**src/rtl/core/ppsts_pkg.sv**
```systemverilog
// ----------------------------------------------------------------------------
// PPS timestamp capture package
// Shared types and constants for the pulse-per-second capture channel.
// ----------------------------------------------------------------------------
package ppsts_pkg;

  localparam int unsigned CFG_DATA_W = 32;
  localparam int unsigned CFG_INDEX_W = 3;

  localparam logic signed [32:0] NS_PER_SEC = 33'sd1000000000;
  localparam logic [29:0] NSEC_MAX = 30'd999999999;

  localparam logic EDGE_ASSERT = 1'b0;
  localparam logic EDGE_CLEAR = 1'b1;

  localparam int unsigned MODE_CAPTURE_ASSERT = 0;
  localparam int unsigned MODE_CAPTURE_CLEAR = 1;
  localparam int unsigned MODE_OFFSET_ASSERT = 2;
  localparam int unsigned MODE_OFFSET_CLEAR = 3;

  typedef enum logic [CFG_INDEX_W-1:0] {
    REG_CHANNEL_ID = 3'd0,
    REG_BOUND_CHANNEL = 3'd1,
    REG_MODE_BITS = 3'd2,
    REG_ASSERT_OFFSET_SEC = 3'd3,
    REG_ASSERT_OFFSET_NSEC = 3'd4,
    REG_CLEAR_OFFSET_SEC = 3'd5,
    REG_CLEAR_OFFSET_NSEC = 3'd6
  } reg_index_t;

  typedef struct packed {
    logic [1:0] channel_id;
    logic [2:0] bound_channel;
    logic [3:0] mode_bits;
    logic [31:0] assert_offset_sec;
    logic [30:0] assert_offset_nsec;
    logic [31:0] clear_offset_sec;
    logic [30:0] clear_offset_nsec;
  } cfg_t;

  typedef struct packed {
    logic edge_kind;
    logic [31:0] event_count;
    logic [31:0] now_sec;
    logic [29:0] now_nsec;
    logic [31:0] hw_count;
  } edge_item_t;

endpackage

```
**src/rtl/core/ppsts_edge.sv**
```systemverilog
// ----------------------------------------------------------------------------
// PPS edge detector
// Detects level changes, keeps the per-edge sequence counts and registers
// each edge item for the timestamp stage.
// ----------------------------------------------------------------------------
module ppsts_edge (
  input  logic                   clk,
  input  logic                   rst,
  input  logic                   in_valid,
  output logic                   in_ready,
  input  logic                   dcd_level,
  input  logic [31:0]            now_sec,
  input  logic [29:0]            now_nsec,
  input  logic [31:0]            hw_count,
  output logic                   edge_valid,
  input  logic                   edge_ready,
  output ppsts_pkg::edge_item_t  edge_item
);

  logic        last_level;
  logic [31:0] assert_events;
  logic [31:0] clear_events;
  logic        in_fire;
  logic        is_edge;
  logic [31:0] assert_events_next;
  logic [31:0] clear_events_next;

  assign in_ready = !edge_valid || edge_ready;
  assign in_fire = in_valid && in_ready;
  assign is_edge = dcd_level != last_level;
  assign assert_events_next = assert_events + 32'd1;
  assign clear_events_next = clear_events + 32'd1;

  always_ff @(posedge clk) begin
    if (rst) begin
      last_level <= 1'b0;
      assert_events <= '0;
      clear_events <= '0;
      edge_valid <= 1'b0;
    end else begin
      if (in_ready) begin
        edge_valid <= in_valid && is_edge;
      end
      if (in_fire && is_edge) begin
        last_level <= dcd_level;
        if (dcd_level) begin
          assert_events <= assert_events_next;
        end else begin
          clear_events <= clear_events_next;
        end
      end
    end
  end

  always_ff @(posedge clk) begin
    if (in_fire && is_edge) begin
      edge_item.edge_kind <= dcd_level ? ppsts_pkg::EDGE_ASSERT : ppsts_pkg::EDGE_CLEAR;
      edge_item.event_count <= dcd_level ? assert_events_next : clear_events_next;
      edge_item.now_sec <= now_sec;
      edge_item.now_nsec <= now_nsec;
      edge_item.hw_count <= hw_count;
    end
  end

`ifndef ASSERT_OFF
  a_edge_loaded: assert property (@(posedge clk) disable iff (rst)
    in_fire && is_edge |=> edge_valid)
    else $error("edge item was not registered");
  a_no_edge_level: assert property (@(posedge clk) disable iff (rst)
    in_fire && !is_edge |=> $stable(last_level))
    else $error("level changed without an edge");
  a_assert_count: assert property (@(posedge clk) disable iff (rst)
    in_fire && dcd_level && !last_level |=>
      assert_events == $past(assert_events) + 32'd1 && $stable(clear_events))
    else $error("assert count did not advance by one");
  a_stage_hold: assert property (@(posedge clk) disable iff (rst)
    edge_valid && !edge_ready |=> edge_valid && $stable(edge_item))
    else $error("stalled edge item changed");
`endif

endmodule

```
**src/rtl/core/ppsts_stamp.sv**
```systemverilog
// ----------------------------------------------------------------------------
// PPS timestamp stage
// Applies the per-edge offset when its mode bit is set, normalizes nanoseconds
// and registers the result item with its discipline flag.
// ----------------------------------------------------------------------------
module ppsts_stamp (
  input  logic                   clk,
  input  logic                   rst,
  input  ppsts_pkg::cfg_t        cfg,
  input  logic                   edge_valid,
  output logic                   edge_ready,
  input  ppsts_pkg::edge_item_t  edge_item,
  output logic                   out_valid,
  input  logic                   out_ready,
  output logic                   edge_kind,
  output logic [31:0]            event_count,
  output logic [31:0]            stamp_sec,
  output logic [29:0]            stamp_nsec,
  output logic [31:0]            capture_count,
  output logic                   discipline
);

  logic               is_clear;
  logic               use_offset;
  logic               capture;
  logic [31:0]        off_sec;
  logic [30:0]        off_nsec;
  logic signed [32:0] nsec_sum;
  logic signed [32:0] nsec_step;
  logic [31:0]        sec_adj;
  logic [31:0]        sec_next;
  logic [29:0]        nsec_next;
  logic               discipline_next;

  assign edge_ready = !out_valid || out_ready;

  always_comb begin
    is_clear = edge_item.edge_kind == ppsts_pkg::EDGE_CLEAR;
    use_offset = is_clear ? cfg.mode_bits[ppsts_pkg::MODE_OFFSET_CLEAR]
                          : cfg.mode_bits[ppsts_pkg::MODE_OFFSET_ASSERT];
    capture = is_clear ? cfg.mode_bits[ppsts_pkg::MODE_CAPTURE_CLEAR]
                       : cfg.mode_bits[ppsts_pkg::MODE_CAPTURE_ASSERT];
    off_sec = is_clear ? cfg.clear_offset_sec : cfg.assert_offset_sec;
    off_nsec = is_clear ? cfg.clear_offset_nsec : cfg.assert_offset_nsec;

    nsec_sum = $signed({3'b000, edge_item.now_nsec}) + $signed({{2{off_nsec[30]}}, off_nsec});
    if (nsec_sum >= ppsts_pkg::NS_PER_SEC) begin
      nsec_step = nsec_sum - ppsts_pkg::NS_PER_SEC;
      sec_adj = 32'd1;
    end else if (nsec_sum < 33'sd0) begin
      nsec_step = nsec_sum + ppsts_pkg::NS_PER_SEC;
      sec_adj = '1;
    end else begin
      nsec_step = nsec_sum;
      sec_adj = '0;
    end

    if (use_offset) begin
      sec_next = edge_item.now_sec + off_sec + sec_adj;
      if (nsec_step < 33'sd0) begin
        nsec_next = '0;
      end else if (nsec_step >= ppsts_pkg::NS_PER_SEC) begin
        nsec_next = ppsts_pkg::NSEC_MAX;
      end else begin
        nsec_next = nsec_step[29:0];
      end
    end else begin
      sec_next = edge_item.now_sec;
      nsec_next = edge_item.now_nsec;
    end

    discipline_next = capture && (cfg.bound_channel == {1'b0, cfg.channel_id});
  end

  always_ff @(posedge clk) begin
    if (rst) begin
      out_valid <= 1'b0;
    end else if (edge_ready) begin
      out_valid <= edge_valid;
    end
  end

  always_ff @(posedge clk) begin
    if (edge_ready && edge_valid) begin
      edge_kind <= edge_item.edge_kind;
      event_count <= edge_item.event_count;
      stamp_sec <= sec_next;
      stamp_nsec <= nsec_next;
      capture_count <= edge_item.hw_count;
      discipline <= discipline_next;
    end
  end

endmodule

```
**src/rtl/core/pps_edge_timestamp_capture.sv**
```systemverilog
// ----------------------------------------------------------------------------
// PPS edge timestamp capture
// One pulse-per-second capture channel with per-edge sequence counts,
// offsets and a clock discipline flag.
// ----------------------------------------------------------------------------
// Each input item carries a sample of the carrier-detect level, the time of
// day and the hardware counter. A sample whose level differs from the last
// one is an edge: rising edges count assert events, falling edges count
// clear events, and each edge yields one result item with the timestamp,
// optionally shifted by that edge's offset, and the latched counter value.
// Samples without an edge produce no result.
// Both data channels use valid and ready. Each result passes the edge register
// after edge detection and the result register after the offset add and
// normalization. One item is accepted every cycle unless the receiver stalls.
// When the receiver stalls, the result register and the edge register hold
// their items and input ready drops once both are full.
// Configuration is written via cfg_we, cfg_index and cfg_data; the user writes
// it only while the channel is idle; the block does not check. Reset clears
// the level and both counts, sets the bound channel to none, all else to zero.
// ----------------------------------------------------------------------------
module pps_edge_timestamp_capture (
  input  logic                             clk,
  input  logic                             rst,
  input  logic                             cfg_we,
  input  logic [ppsts_pkg::CFG_INDEX_W-1:0] cfg_index,
  input  logic [ppsts_pkg::CFG_DATA_W-1:0]  cfg_data,
  input  logic                             in_valid,
  output logic                             in_ready,
  input  logic                             dcd_level,
  input  logic [31:0]                      now_sec,
  input  logic [29:0]                      now_nsec,
  input  logic [31:0]                      hw_count,
  output logic                             out_valid,
  input  logic                             out_ready,
  output logic                             edge_kind,
  output logic [31:0]                      event_count,
  output logic [31:0]                      stamp_sec,
  output logic [29:0]                      stamp_nsec,
  output logic [31:0]                      capture_count,
  output logic                             discipline
);

  ppsts_pkg::cfg_t        cfg;
  ppsts_pkg::edge_item_t  edge_item;
  logic                   edge_valid;
  logic                   edge_ready;

  always_ff @(posedge clk) begin
    if (rst) begin
      cfg.channel_id <= '0;
      cfg.bound_channel <= '1;
      cfg.mode_bits <= '0;
      cfg.assert_offset_sec <= '0;
      cfg.assert_offset_nsec <= '0;
      cfg.clear_offset_sec <= '0;
      cfg.clear_offset_nsec <= '0;
    end else if (cfg_we) begin
      case (cfg_index)
        ppsts_pkg::REG_CHANNEL_ID: begin
          cfg.channel_id <= cfg_data[1:0];
        end
        ppsts_pkg::REG_BOUND_CHANNEL: begin
          cfg.bound_channel <= cfg_data[2:0];
        end
        ppsts_pkg::REG_MODE_BITS: begin
          cfg.mode_bits <= cfg_data[3:0];
        end
        ppsts_pkg::REG_ASSERT_OFFSET_SEC: begin
          cfg.assert_offset_sec <= cfg_data;
        end
        ppsts_pkg::REG_ASSERT_OFFSET_NSEC: begin
          cfg.assert_offset_nsec <= cfg_data[30:0];
        end
        ppsts_pkg::REG_CLEAR_OFFSET_SEC: begin
          cfg.clear_offset_sec <= cfg_data;
        end
        ppsts_pkg::REG_CLEAR_OFFSET_NSEC: begin
          cfg.clear_offset_nsec <= cfg_data[30:0];
        end
        default: begin
        end
      endcase
    end
  end

  ppsts_edge u_edge (
    .clk        (clk),
    .rst        (rst),
    .in_valid   (in_valid),
    .in_ready   (in_ready),
    .dcd_level  (dcd_level),
    .now_sec    (now_sec),
    .now_nsec   (now_nsec),
    .hw_count   (hw_count),
    .edge_valid (edge_valid),
    .edge_ready (edge_ready),
    .edge_item  (edge_item)
  );

  ppsts_stamp u_stamp (
    .clk           (clk),
    .rst           (rst),
    .cfg           (cfg),
    .edge_valid    (edge_valid),
    .edge_ready    (edge_ready),
    .edge_item     (edge_item),
    .out_valid     (out_valid),
    .out_ready     (out_ready),
    .edge_kind     (edge_kind),
    .event_count   (event_count),
    .stamp_sec     (stamp_sec),
    .stamp_nsec    (stamp_nsec),
    .capture_count (capture_count),
    .discipline    (discipline)
  );

endmodule
```
**config.mk**
```make
export PLATFORM = sky130hd
export DESIGN_NAME = pps_edge_timestamp_capture
export DESIGN_NICKNAME = d
export VERILOG_FILES = /design/src/rtl/core/ppsts_pkg.sv /design/src/rtl/core/ppsts_edge.sv /design/src/rtl/core/ppsts_stamp.sv /design/src/rtl/core/pps_edge_timestamp_capture.sv
export SDC_FILE = /design/constraint.sdc
export NUM_CORES = 1
export LEC_CHECK = 0
export BUFFER_PORTS_ARGS = -buffer_cell sky130_fd_sc_hd__buf_2
export CORE_UTILIZATION = 50
export CTS_CLUSTER_SIZE = 10
export DETAILED_ROUTE_END_ITERATION = 7
export PLACE_DENSITY = 0.68
export SYNTH_ARGS = -nofsm -noshare
export SYNTH_HDL_FRONTEND = slang
export SYNTH_HIERARCHICAL = 1
export SYNTH_SLANG_ARGS = --single-unit
```
**constraint.sdc**
```tcl
create_clock -name clk -period 17.1 [get_ports clk]
set_input_delay 4.275 -clock clk [delete_from_list [all_inputs] [get_ports clk]]
set_output_delay 4.275 -clock clk [all_outputs]
set_load 0.005 [all_outputs]
```
# ---- Word level (Yosys, flattened, before mapping)
# Cells that the tools add are included.
dict set report totals {
  input_bits 135
  out_inout_bits 130
  word_cells 76
  ff_bits 457
}
dict set report classes {
  n_addsub 7
  order_cmp 4
  reduce_logical 19
  mux 14
  eq_ne 8
  n_bitwise 1
}
# op n
set ops {}
lappend ops {{$mux W32} 5}
lappend ops {{$mux W30} 3}
lappend ops {{$ge A33 B31 Y1 const B} 2}
lappend ops {{$lt A33 B1 Y1 const B} 2}
lappend ops {{$mux W33} 2}
lappend ops {{$add A32 B1 Y32 const B} 2}
lappend ops {{$add A32 B32 Y32} 2}
lappend ops {{$add A33 B31 Y33 const B} 1}
lappend ops {{$sub A33 B31 Y33 const B} 1}
lappend ops {{$add A31 B31 Y32} 1}
lappend ops {{$mux W31} 1}
lappend ops {{$reduce_and A2 Y1} 9}
lappend ops {{$eq A3 B3 Y1 const B} 3}
lappend ops {{$eq A3 B2 Y1 const B} 2}
lappend ops {{$logic_and A1 B1 Y1} 5}
lappend ops {{$eq A3 B1 Y1 const B} 1}
lappend ops {{$eq A3 B2 Y1} 1}
lappend ops {{$logic_not A3 Y1} 1}
lappend ops {{$mux W1} 3}
lappend ops {{$logic_not A1 Y1} 2}
lappend ops {{$logic_or A1 B1 Y1} 2}
lappend ops {{$ne A1 B1 Y1} 1}
lappend ops {{$not A1 Y1} 1}

# ---- Logic depth before layout (Yosys ltp)
dict set report depth {
  depth_word 9
  depth_mapped 41
  depth_no_buf 39
}

# ---- Hierarchy
# The synthesis kept the hierarchy.
# module instances area_per_inst_um2 cells_per_inst seq_area_each_um2
set by_module_without_submodules {}
lappend by_module_without_submodules {ppsts_stamp 1 11279.6 1120 3863.7}
lappend by_module_without_submodules {ppsts_edge 1 8301.7 690 5134.9}
lappend by_module_without_submodules {pps_edge_timestamp_capture 1 5427.7 486 2702.6}

# ---- Worst setup path after synthesis
# Ideal clock, no wire load.
dict set report synth_timing {
  path_type {input -> register}
  from {input out_ready}
  to {register, netlist name u_edge/edge_item[0]}
  n_path_buf 0
  stages 4
  setup_slack_ns 6.503
  required_ns 16.486
  setup_time_ns 0.614
  arrival_time_ns 9.982
  cell_sequence {nand2b_1 -> nand2b_1 -> nand2_1 -> nor2_1}
}
dict set report synth_via {
  elab_chain_len 4
}
# element line_no
set synth_rtl {}
lappend synth_rtl {{start: declaration} pps_edge_timestamp_capture.sv:34} ;# input logic out_ready,
lappend synth_rtl {{$logic_or A1 B1 Y1} ppsts_stamp.sv:35} ;# assign edge_ready = !out_valid || out_ready;
lappend synth_rtl {{$logic_or A1 B1 Y1} ppsts_edge.sv:28} ;# assign in_ready = !edge_valid || edge_ready;
lappend synth_rtl {{net in_ready} pps_edge_timestamp_capture.sv:28} ;# output logic in_ready,
lappend synth_rtl {{$logic_and A1 B1 Y1} ppsts_edge.sv:29} ;# assign in_fire = in_valid && in_ready;
lappend synth_rtl {{$logic_and A1 B1 Y1} ppsts_edge.sv:56} ;# if (in_fire && is_edge) begin
# The timed path passes the listed nets, and every way through them passes these cells.
# A chain may end at the register's enable or synchronous reset.

# ---- Final worst setup path
dict set report layout_timing {
  from {register, netlist name u_edge/edge_item[126]}
  to {register u_stamp.stamp_sec[31], data pin}
}
dict set report layout_via {
  elab_chain_len 7
  elab_cells_between_ends 11
  cone_classes {add/sub (3); order compare (2); mux (6)}
}
# element line_no
set layout_rtl {}
lappend layout_rtl {{$mux W31} ppsts_stamp.sv:44} ;# off_nsec = is_clear ? cfg.clear_offset_nsec : cfg.assert_offset_nsec;
lappend layout_rtl {{$add A31 B31 Y32} ppsts_stamp.sv:46} ;# nsec_sum = $signed({3'b000, edge_item.now_nsec}) + $signed({{2{off_nsec[30]}}, off_nsec});
lappend layout_rtl {{$lt A33 B1 Y1} ppsts_stamp.sv:50} ;# end else if (nsec_sum < 33'sd0) begin
lappend layout_rtl {{$mux W32} ppsts_stamp.sv:50}
lappend layout_rtl {{$mux W32} ppsts_stamp.sv:47} ;# if (nsec_sum >= ppsts_pkg::NS_PER_SEC) begin
lappend layout_rtl {{$add A32 B32 Y32} ppsts_stamp.sv:59} ;# sec_next = edge_item.now_sec + off_sec + sec_adj;
lappend layout_rtl {{$mux W32 (*)} ppsts_stamp.sv:58} ;# if (use_offset) begin
lappend layout_rtl {{net u_stamp.sec_next[31]} ppsts_stamp.sv:31} ;# logic [31:0] sec_next;
lappend layout_rtl {{end signal: assignment} ppsts_stamp.sv:87} ;# stamp_sec <= sec_next;
lappend layout_rtl {{end: declaration} ppsts_stamp.sv:17} ;# output logic [31:0] stamp_sec,
# The timed path passes the listed nets; every way through them passes the cells marked *.

==> results <==
- The initial utilization of the core area, before any placement, comes to 0.509.
- The slowest cell on the critical path is edfxtp_1.
- The worst-path maximum fanout is 52.
- Detailed placement finished with a half-perimeter wire length of 46.8 mm.
- In this run the horizontal extent of the chip is 226 µm.
- The overall die height is 226 µm.
- The count of input and output buffers is 264.
- Data on the critical path arrives at its endpoint at 10120 ps.
- The synthesized design spends more area on one cell type than any other, namely edfxtp_1.
- Counting flops with an async set or reset pin after synthesis yields a share of 0.
- The relative area change from synthesis to final layout is 13.1%.
- The total wire length is 64.1 mm.
- For this run, the total global-route usage over all layers was measured as 0.249.
- The first detailed-routing pass took 6 iterations.
- The detail route stage leaves a number of antenna-violating nets equal to 0.
- The total net switching power is 0.000641 W.
- The first global-routing pass estimated 98.7 mm of wire.
- The number of flops mapped to enable cells by yosys is 255.
- Measured against its own limit, the worst slew margin works out to 0.217.
- Once the clock tree was built, the resizer swapped 0 gates to a different size.
- The count of routing violations after the opening detailed-route iteration is 1334.
- Using the TritonRoute via totals, the vias-per-cell ratio works out to 5.73.
- Ranked by total cell area, the synthesized netlist is headed by edfxtp_1 31%, dfxtp_1 16%, mux2i_1 6.4%.
- The via count of the first global-routing pass is 17700.
- The worst-case vdd ir drop is 0.0000823 V.
- The number of hold buffers added after CTS was 0.
- The CTS tree is built.
- Clock tree synthesis selected as its root buffer the cell clkbuf_16.
- The path type of the worst min-delay path is reg -> reg.
- The flow ran to the end, and the final reports show no timing, DRC or antenna violations.
- The startpoint type of the worst setup path is a flop.
- The initial antenna violation count came to 3.
- The worst path in the final design needs a cycle of 9790 ps, including I/O delays and setup.
- In this design, the largest share of critical-path delay is due to compound AO/OA/AOI/OAI gates.
- Of the total power, the clock network draws 0.407.
- Of the total power, the share spent switching nets is 0.251.
- The core outline area is 49200 µm².
- The count of pins on the block boundary is 265.
- The routed metal-1 wirelength is 29.7 mm.
- The clock arrives with 27.0 ps of skew.
- The final route contains 18500 vias.
- The share of total power dissipated in sequential elements is 0.480.
- For this run, the number of standard cells in the final layout without fillers is 3222.
- The die area is 50900 µm².
- Counting distinct cell types in the post-synthesis netlist gives 107.
- The net count after synthesis is 2529.
- The total count of max-transition violations in the final report is 0.
- For this design, the sink count on the clock tree is 457.
- For this run, the number of Yosys warnings is 6.
- Clock tree synthesis inserted a total of 53 buffers.
- Setup repair after global routing left no endpoint under its margin.
- The synthesized area per cell is 10.9 µm².
- Dividing the detail-routed wire length by the instance count gives 19.9 µm.
- The number of failing setup endpoints in the final timing report is 0.
- The power share of the combinational group is 0.113.
- Data on the critical path is required at its endpoint by 17430 ps.
- Detailed routing placed a total of 29.5 mm of wire on met2.
- The start point of the critical path is u_edge/edge_item[126]$_DFFE_PP_.
- After synthesis the cells add up to 25000 µm².
- Summed over all cells, the static leakage comes to 11.2 nW.
- The cell that appears most often on the critical path is buf_4.
- Setup total negative slack on the finished layout was measured at 0 ps.
- Cell internal power was estimated by the tool at 0.00191 W.
- The detailed-route DRC error count is 0.
- Routed signal wires occupy layers up through met4.
- The commonest register cell after synthesis is edfxtp_1.
- Clock latency on the worst-skew pair, taken at its later pin, is 610 ps.
- The number of buffers on the longest clock path is 3.
- Clock-pin slew was measured on the worst setup and hold paths at 60 ps.
- The reported max-cap violation count is 0.
- Together, buffers and inverters on the worst path number 6.
- The number of failing hold endpoints at the final stage came to 0.
- After the last flow step, the layout net total stands at 2747.
- STA classifies the critical path endpoint as a flop.
- The highest attainable clock frequency is 102 MHz.
- The total overflow left after global routing is 0.
- For this run, the share of the core covered by cells in the final layout is 0.576.
- The number of rows created at floorplan is 81.
- Of the post-synthesis cell area, the dominant cell type holds 0.306.
- In the finished design, the share of the clock period the worst path needs comes to 0.572.
- The instance count of the mapped netlist is 2296.
- The sum of met3 wire segment lengths after detailed routing is 3.51 mm.
- At the pin with the least slew margin, the transition time is 1170 ps.
- The worst hold path begins at u_edge/edge_item[24]$_DFFE_PP_.
- The fraction of final layout cells sized beyond drive strength 1 is 0.198.
- The stage delay of the slowest cell on the critical path is 920 ps.
- The weighted congestion at the end of routability-driven global placement is 0.924.
- The flop and latch count out of synthesis is 457.
- The cell count after placement is 3123.
- The H-tree generated during clock tree synthesis spans 2 levels.
- The startpoint of the lowest-slack register-to-register path is u_edge/edge_item[126]$_DFFE_PP_.
- The startpoint-to-endpoint class of the critical path is reg -> reg.
- The number of setup buffers added after CTS is 0.
- Entering global routing, the biggest net connects 101 pins.
- The share of the Yosys chip area taken by registers is 0.468.
- The power density over the cells is 90.2 nW/µm².
worst paths after layout:
kind / end / slack [ps] / depth (start not counted)
min: u_stamp/capture_count[24]$_DFFE_PP_ / 400 / 0
max reg2reg: u_stamp/stamp_sec[31]$_DFFE_PP_ / 7310 / 33
min reg2reg: u_stamp/capture_count[24]$_DFFE_PP_ / 400 / 0
max: u_stamp/stamp_sec[31]$_DFFE_PP_ / 7310 / 33
registers in the layout (all words and copies together), names as in the netlist:
name                   count
cfg                      135
u_edge/last_level          1
u_edge/clear_events       32
u_edge/edge_valid          1
u_stamp/stamp_nsec        30
u_stamp/capture_count     32
u_stamp/discipline         1
u_stamp/stamp_sec         32
u_edge/edge_item         127
u_stamp/event_count       32
u_edge/assert_events      32
u_stamp/out_valid          1
u_stamp/edge_kind          1
routing by layer:
layer  vias up  global-route usage
li1       8831                   -
met1      9035               0.351
met2       499               0.396
met3        85              0.0394
met4         0              0.0729
met5         -                   0
cells in the mapped netlist, types with 39 or more instances:
| cell | number |
|---|---|
| nand2_1 | 117 |
| nand4_1 | 44 |
| o21ai_0 | 91 |
| a21oi_1 | 109 |
| ha_1 | 65 |
| inv_1 | 41 |
| nand2b_1 | 178 |
| nor2_1 | 155 |
| clkbuf_1 | 61 |
| mux2_2 | 64 |
| xnor2_1 | 88 |
| nand3_1 | 55 |
| xor2_1 | 82 |
| nor3_1 | 39 |
| mux2i_1 | 159 |
| edfxtp_1 | 255 |
| dfxtp_1 | 202 |
area by class of cell:
class | count | area (µm²)
Clock buffer | 92 | 1510
Multi-Input combinational cell | 1678 | 12600
Tap cell | 664 | 831
Sequential cell | 457 | 11700
Antenna cell | 2 | 5.00
Inverter | 42 | 158
Clock inverter | 5 | 55.1
Fill cell | 4203 | 20900
Timing Repair Buffer | 282 | 1460
power groups by stage:
stage | clock (W) | sequential, W | combinational (W)
after floorplan | 0 | 0.00125 | 0.000196
after global placement | 0 | 0.00125 | 0.000282
after detailed placement | 0 | 0.00125 | 0.000286
after CTS | 0.00107 | 0.00122 | 0.000287
after global routing | 0.00111 | 0.00123 | 0.000315
final | 0.00104 | 0.00122 | 0.000289
cells in the final DEF, fill, tap and decap left out, drive strengths merged, types with 65 or more instances in the layout:
| cell | instances |
|---|---|
| a21oi | 124 |
| buf | 282 |
| clkbuf | 92 |
| dfxtp | 202 |
| edfxtp | 255 |
| ha | 65 |
| mux2i | 159 |
| nand2 | 118 |
| nand2b | 178 |
| nor2 | 155 |
| o21ai | 104 |
| xnor2 | 90 |
| xor2 | 85 |
stage by stage:
stage / hold slack [ps] / setup WS (ps) / total power, W / instance area, µm²
final: 398 / 7310 / 0.00255 / 28300
after global routing: 423 / 6570 / 0.00265 / 28300
after CTS: 396 / 7350 / 0.00258 / 28300
after detailed placement: 405 / 7420 / 0.00153 / 26700
after global placement: 400 / 7570 / 0.00153 / 26700
after floorplan: 400 / 6500 / 0.00144 / 25000
logic make-up (layout without fill, tap and decap cells):
logic type      count (synthesis)  after routing  synth area share
mux                           223            223            0.0925
simple gates                  760            760             0.172
buf+inv                       161            421            0.0302
other cells                     0              2                 0
compound gates                422            422             0.116
fa+ha+maj                      98             98            0.0589
xor+xnor                      175            175            0.0632
flops                         457            457             0.468
Note: power is estimated with default switching activity, not from simulation.
